File: src/hdl/iba_pkg.sv
// Package for the inode bitmap allocator: beat types, opcodes, register indexes
// and engine state codes. No dependencies.
`default_nettype none
package iba_pkg;

    localparam int unsigned WORD_W = 64;

    typedef enum logic [1:0] {
        OP_LOAD_WORD  = 2'd0,
        OP_LOAD_GROUP = 2'd1,
        OP_LOAD_TOTAL = 2'd2,
        OP_ALLOCATE   = 2'd3
    } t_opcode;

    localparam logic REG_INODES_PER_GROUP = 1'b0;
    localparam logic REG_GROUP_COUNT      = 1'b1;

    typedef struct packed {
        logic [1:0]  opcode;
        logic [3:0]  group_sel;
        logic [6:0]  word_sel;
        logic [63:0] load_value;
    } t_in_beat;

    typedef struct packed {
        logic        status;
        logic [17:0] inode_number;
        logic [3:0]  group_found;
        logic [13:0] group_free_left;
        logic [17:0] total_free_left;
    } t_out_beat;

    typedef enum logic [2:0] {
        ST_IDLE,
        ST_GROUP,
        ST_READ,
        ST_TEST,
        ST_MARK,
        ST_MUL,
        ST_DONE
    } t_state;

endpackage
`default_nettype wire

File: src/hdl/iba_queue.sv
// Two-entry queue between the front end and the allocation engine.
// Depends on iba_pkg.
`default_nettype none
module iba_queue (
    input  wire               i_clk,
    input  wire               i_rst_n,
    input  wire               i_valid,
    output logic              o_stall,
    input  iba_pkg::t_in_beat i_data,
    output logic              o_valid,
    input  wire               i_take,
    output iba_pkg::t_in_beat o_data
);

    iba_pkg::t_in_beat r_slot [2];
    logic              r_rd_ptr, r_wr_ptr;
    logic [1:0]        r_count;
    logic              push, pop;

    assign o_stall = (r_count == 2'd2);
    assign o_valid = (r_count != 2'd0);
    assign o_data  = r_slot[r_rd_ptr];
    assign push    = i_valid && !o_stall;
    assign pop     = i_take && o_valid;

    // Pointers and fill count.
    always_ff @(posedge i_clk) begin
        if (!i_rst_n) begin
            r_rd_ptr <= 1'b0;
            r_wr_ptr <= 1'b0;
            r_count  <= 2'd0;
        end else begin
            if (push) r_wr_ptr <= ~r_wr_ptr;
            if (pop)  r_rd_ptr <= ~r_rd_ptr;
            r_count <= r_count + {1'b0, push} - {1'b0, pop};
        end
    end

    // Payload storage.
    always_ff @(posedge i_clk) begin
        if (push) begin
            r_slot[r_wr_ptr] <= i_data;
        end
    end

endmodule
`default_nettype wire

File: config.mk
export PLATFORM = sky130hd
export DESIGN_NAME = iba_queue
export DESIGN_NICKNAME = d
export VERILOG_FILES = /design/src/hdl/iba_pkg.sv /design/src/hdl/iba_queue.sv
export SDC_FILE = /design/constraint.sdc
export NUM_CORES = 1
export LEC_CHECK = 0
export BUFFER_PORTS_ARGS = -buffer_cell sky130_fd_sc_hd__buf_2
export CAP_MARGIN = 20
export CORE_ASPECT_RATIO = 0.75
export CORE_MARGIN = 4
export CORE_UTILIZATION = 25
export CTS_CLUSTER_DIAMETER = 80
export DETAILED_ROUTE_END_ITERATION = 16
export PLACE_DENSITY = 0.55
export SETUP_SLACK_MARGIN = 0.4
export SYNTH_ARGS = -nofsm -noshare
export SYNTH_HDL_FRONTEND = slang
export SYNTH_SLANG_ARGS = --single-unit
File: constraint.sdc
create_clock -name i_clk -period 5.7 [get_ports i_clk]
set_input_delay 1.71 -clock i_clk [delete_from_list [all_inputs] [get_ports i_clk]]
set_output_delay 1.71 -clock i_clk [all_outputs]
set_load 0.1 [all_outputs]
# ---- After elaboration in Yosys (flattened, before gate mapping)
# Memories as Yosys holds them, arrays and structs flattened. A register that Yosys moved wholly into a read port is not among the register bits.
# Cells that the tools add are included.
dict set report classes {
  n_mux 4
  bitwise_logic 2
  eq_ne 1
  n_reduce_logical 4
  n_addsub 2
}
# operator n
set ops {}
lappend ops {{$mux W1} 4}
lappend ops {{$add A2 B1 Y2} 1}
lappend ops {{$eq A2 B2 Y1 const B} 1}
lappend ops {{$logic_and A1 B1 Y1} 2}
lappend ops {{$not A1 Y1} 2}
lappend ops {{$reduce_bool A2 Y1} 1}
lappend ops {{$sub A2 B1 Y2} 1}
lappend ops {{$logic_not A1 Y1} 1}
dict set report word_totals {
  inputBits 81
  output_inout_bits 79
  mem_count 1
  elab_cells 17
  register_bits 4
  mem_bits_rw 154
}
# name depth word_bits read_ports rd_ports_with_merged_regs write_ports line_no
set memory_table {}
lappend memory_table {r_slot 2 77 1 1 1 iba_queue.sv:15} ;# iba_pkg::t_in_beat r_slot [2];

# ---- Longest topological paths before layout
dict set report depth {
  word_depth 5
  depth_mapped 8
  mapped_depth_nobuf 8
}

# ---- Worst setup path before layout
# OpenSTA, ideal clock, no wires.
dict set report synth_timing {
  path_kind {input port to flip-flop}
  start {input i_valid}
  end {memory r_slot[0][0] (netlist bit), enable pin}
  setup_ns 0.513
  n_path_buf 0
  t_required_ns 5.187
  t_arrival_ns 5.016
  path_stages 2
  path_slack_ns 0.171
  cell_sequence {nand2_1 -> nor2_1}
}
dict set report synth_via {
  elab_chain_cells 3
}
# item line_no
set synth_rtl {}
lappend synth_rtl {{start: declaration} iba_queue.sv:7} ;# input wire i_valid,
lappend synth_rtl {{$logic_and A1 B1 Y1} iba_queue.sv:23} ;# assign push = i_valid && !o_stall;
lappend synth_rtl {{$mux W1} iba_queue.sv:41} ;# if (push) begin
lappend synth_rtl {{$mux W1 (not written as such)} iba_queue.sv:42} ;# r_slot[r_wr_ptr] <= i_data;
lappend synth_rtl {{end: declaration} iba_queue.sv:15}
# No other way between the ends.

==> flow_metrics.env <==
export IMPL_run_status="completed"
export IMPL_reg2reg_slack_ns=3.50
export IMPL_design_final_nets=522
export IMPL_dieHeight_um=141.3
export IMPL_worst_skew_pair_late_latency_ns=0.41
export IMPL_cp_max_fo=28
export IMPL_hold_start="r_rd_ptr$_SDFFE_PN0P_"
export IMPL_clk_root_buffer_cell="sky130_fd_sc_hd__clkbuf_16"
export IMPL_synth_avg_cell_area_um2=22.28
export IMPL_antennaDiodeCount=0
export IMPL_global_route_overflow_total=0
export IMPL_syn_instance_count=266
export IMPL_final_min_clock_period_ns=3.922
export IMPL_timing_clock_skew_ns=0.007191
export IMPL_synth_yosys_warnings=0
export IMPL_average_detailed_routed_wire_length_per_instance_um=16.04
export IMPL_net_count_after_synthesis=349
export IMPL_post_route_drc_count=0
export IMPL_ys_types=19
export IMPL_cts_repair_resize_count=0
export IMPL_crit_slowest_cell="sky130_fd_sc_hd__dfxtp_4"
export IMPL_max_freq_mhz=255.0
export IMPL_yosys_register_bits=159
export IMPL_ios=160
export IMPL_tns_ns=0
export IMPL_worst_r2r_endpoint="r_slot[0][23]$_DFFE_PP_"
export IMPL_setup_viol_count_final=0
export IMPL_layout_cells_most_common_list="159 x sky130_fd_sc_hd__buf_2, 154 x sky130_fd_sc_hd__edfxtp_1, 47 x sky130_fd_sc_hd__mux2_2, 30 x sky130_fd_sc_hd__mux2_4, 17 x sky130_fd_sc_hd__clkbuf_16"
export IMPL_final_design_area_no_fill_um2=7686
export IMPL_cts_tree="yes"
export IMPL_fraction_of_layout_instances_using_a_drive_strength_above_1_pct=60.84
export IMPL_cts_post_setup_buffers_inserted=0
export IMPL_timing_slew_headroom_pct=35.99
export IMPL_via_count=2997
export IMPL_cp_arrival_ns=2.21
export IMPL_cell_count_after_placement=719
export IMPL_number_of_global_route_vias_before_repair=3422
export IMPL_max_cap_violations=0
export IMPL_min_period_over_period_pct=68.80
export IMPL_place_area_um2=7061
export IMPL_final_max_slew_viol_count=0
export IMPL_cts_buffers=17
export IMPL_initial_utilization_pct=25.56
export IMPL_timing_final_hold_violations=0
export IMPL_cts_buffer_depth=2
export IMPL_clock_input_transition_at_the_sequential_cells_of_the_worst_setup_and_hold_paths_ns=0.06
export IMPL_worst_r2r_src="r_count[0]$_SDFF_PN0_"
export IMPL_dieWidth_um=185.8
export IMPL_crit_required_ns=3.99
export IMPL_worstSetupStartpointType="flip-flop"
export IMPL_timing_worst_slew_pin_value_ns=0.9579
export IMPL_detail_route_first_pass_iterations=5
export IMPL_detailed_place_hpwl_um=8163
export IMPL_cts_hold_buf=0
export IMPL_cts_max_level=4
export IMPL_crit_path_max_incr_delay_ns=0.62
export IMPL_drt_total_wl_um=12060
export IMPL_grt_start_max_net_pins=78
export IMPL_synth_sequential_area_ratio_pct=79.73
export IMPL_finalWeightedCongestion=0.7118
export IMPL_final_instance_count_excl_fill=752
export IMPL_area_of_the_die_um2=26260
export IMPL_timing_hold_worst_class="reg2reg"
export IMPL_crit_chain="buf_4 -> mux2_2 -> buf_2"
export IMPL_vias_per_cell=3.985
export IMPL_area_growth_synth_to_final_pct=29.71
export IMPL_reg2reg_depth=4
export IMPL_mostFrequentLayoutCell="sky130_fd_sc_hd__buf_2"
export IMPL_syn_cell_area_um2=5926
export IMPL_initial_antenna_violation_count=2
export IMPL_cts_sink_count=159
export IMPL_antenna_left=0
export IMPL_grtUsageTotal_pct=9.245
export IMPL_grt_pass1_wl_um=18380
export IMPL_grt_setup_unrepaired="false"
export IMPL_worstHoldPathCells=2
export IMPL_dr_first_iter_drc_count=137
export IMPL_critPathCaptureType="output pin"
export IMPL_fp_coreArea_um2=23180
export IMPL_io_buffer_count=159
export IMPL_worstSetupPathType="reg2out"
export IMPL_row_count=48
flip-flops by register name (all words and copies together), names as in the netlist, named ones only:
name,cells
r_count,2
r_slot,154
r_wr_ptr,1
r_rd_ptr,1
per-layer routing:
layer | GRT usage [%] | vias to the layer above | wire length, µm
li1 | - | 1390 | -
met1 | 11.40 | 1467 | 5358
met2 | 14.61 | 121 | 5586
met3 | 4.100 | 15 | 961
met4 | 2.990 | 4 | 125
met5 | 0 | - | 26
cell type report:
| class | instances | area [µm²] |
|---|---|---|
| clock buffer | 21 | 470.5 |
| clock inverter | 11 | 127.6 |
| fill | 2273 | 15500 |
| inverter | 3 | 11.26 |
| multi-input combinational | 95 | 1115 |
| sequential | 159 | 4728 |
| tap | 300 | 375.4 |
| timing repair buffer | 163 | 858.3 |
kinds of logic after synthesis:
group	synth area share, %
AO/OA/AOI/OAI	0.1267
XOR/XNOR	0.4435
adder cells (fa/ha/maj)	0.4222
buffers and inverters	1.668
flip-flops	79.73
multiplexers	16.70
AND/OR/NAND/NOR	0.9081
worst max path at each step:
stage | from | to | slack (ns) | cells after the start
detailed placement | flip-flop | o_data[43] | 2.14 | 3
finish | flip-flop | o_data[1] | 1.78 | 3
CTS | flip-flop | o_data[43] | 1.68 | 3
floorplan | i_valid | r_slot[0][0]$_DFFE_PP_ | 1.46 | 2
global placement | flip-flop | o_data[25] | 2.16 | 3
global route | flip-flop | o_data[43] | 1.65 | 3
Yosys cell counts:
library cell	number	area, µm²
sky130_fd_sc_hd__edfxtp_1	154	4624
sky130_fd_sc_hd__mux2_2	47	529.3
sky130_fd_sc_hd__mux2_4	30	450.4
sky130_fd_sc_hd__dfxtp_1	5	100.1
sky130_fd_sc_hd__buf_2	4	20.02
sky130_fd_sc_hd__nor2_1	4	15.01
sky130_fd_sc_hd__buf_8	3	45.04
sky130_fd_sc_hd__inv_1	3	11.26
sky130_fd_sc_hd__buf_6	2	22.52
sky130_fd_sc_hd__ha_1	2	25.02
sky130_fd_sc_hd__nand2_1	2	7.510
sky130_fd_sc_hd__nand2b_1	2	12.51
sky130_fd_sc_hd__xnor2_1	2	17.52
sky130_fd_sc_hd__and2_1	1	6.260
sky130_fd_sc_hd__and3_1	1	6.260
sky130_fd_sc_hd__mux2i_1	1	10.01
sky130_fd_sc_hd__o21a_1	1	7.510
sky130_fd_sc_hd__or2_2	1	6.260
sky130_fd_sc_hd__xor2_1	1	8.760
critical path, delay by kind of cell, from the launching register on:
family	cells	cell delay, ns
buffers and inverters	2	0.75
DFF	1	0.62
muxes	1	0.40
metrics by stage:
stage                     setup WS (ns)  hold WS (ns)  util (%)
after CTS                         1.678        0.5275     33.04
after global placement            2.158        0.5051     30.46
after floorplan                   1.463        0.4660         -
after detailed placement          2.144        0.5011     30.46
after global routing              1.652        0.5640     33.16
final                             1.778        0.5210     33.16
Power is not shown: default switching activity piles up to over one toggle a cycle in this logic, so the estimate is an artifact.
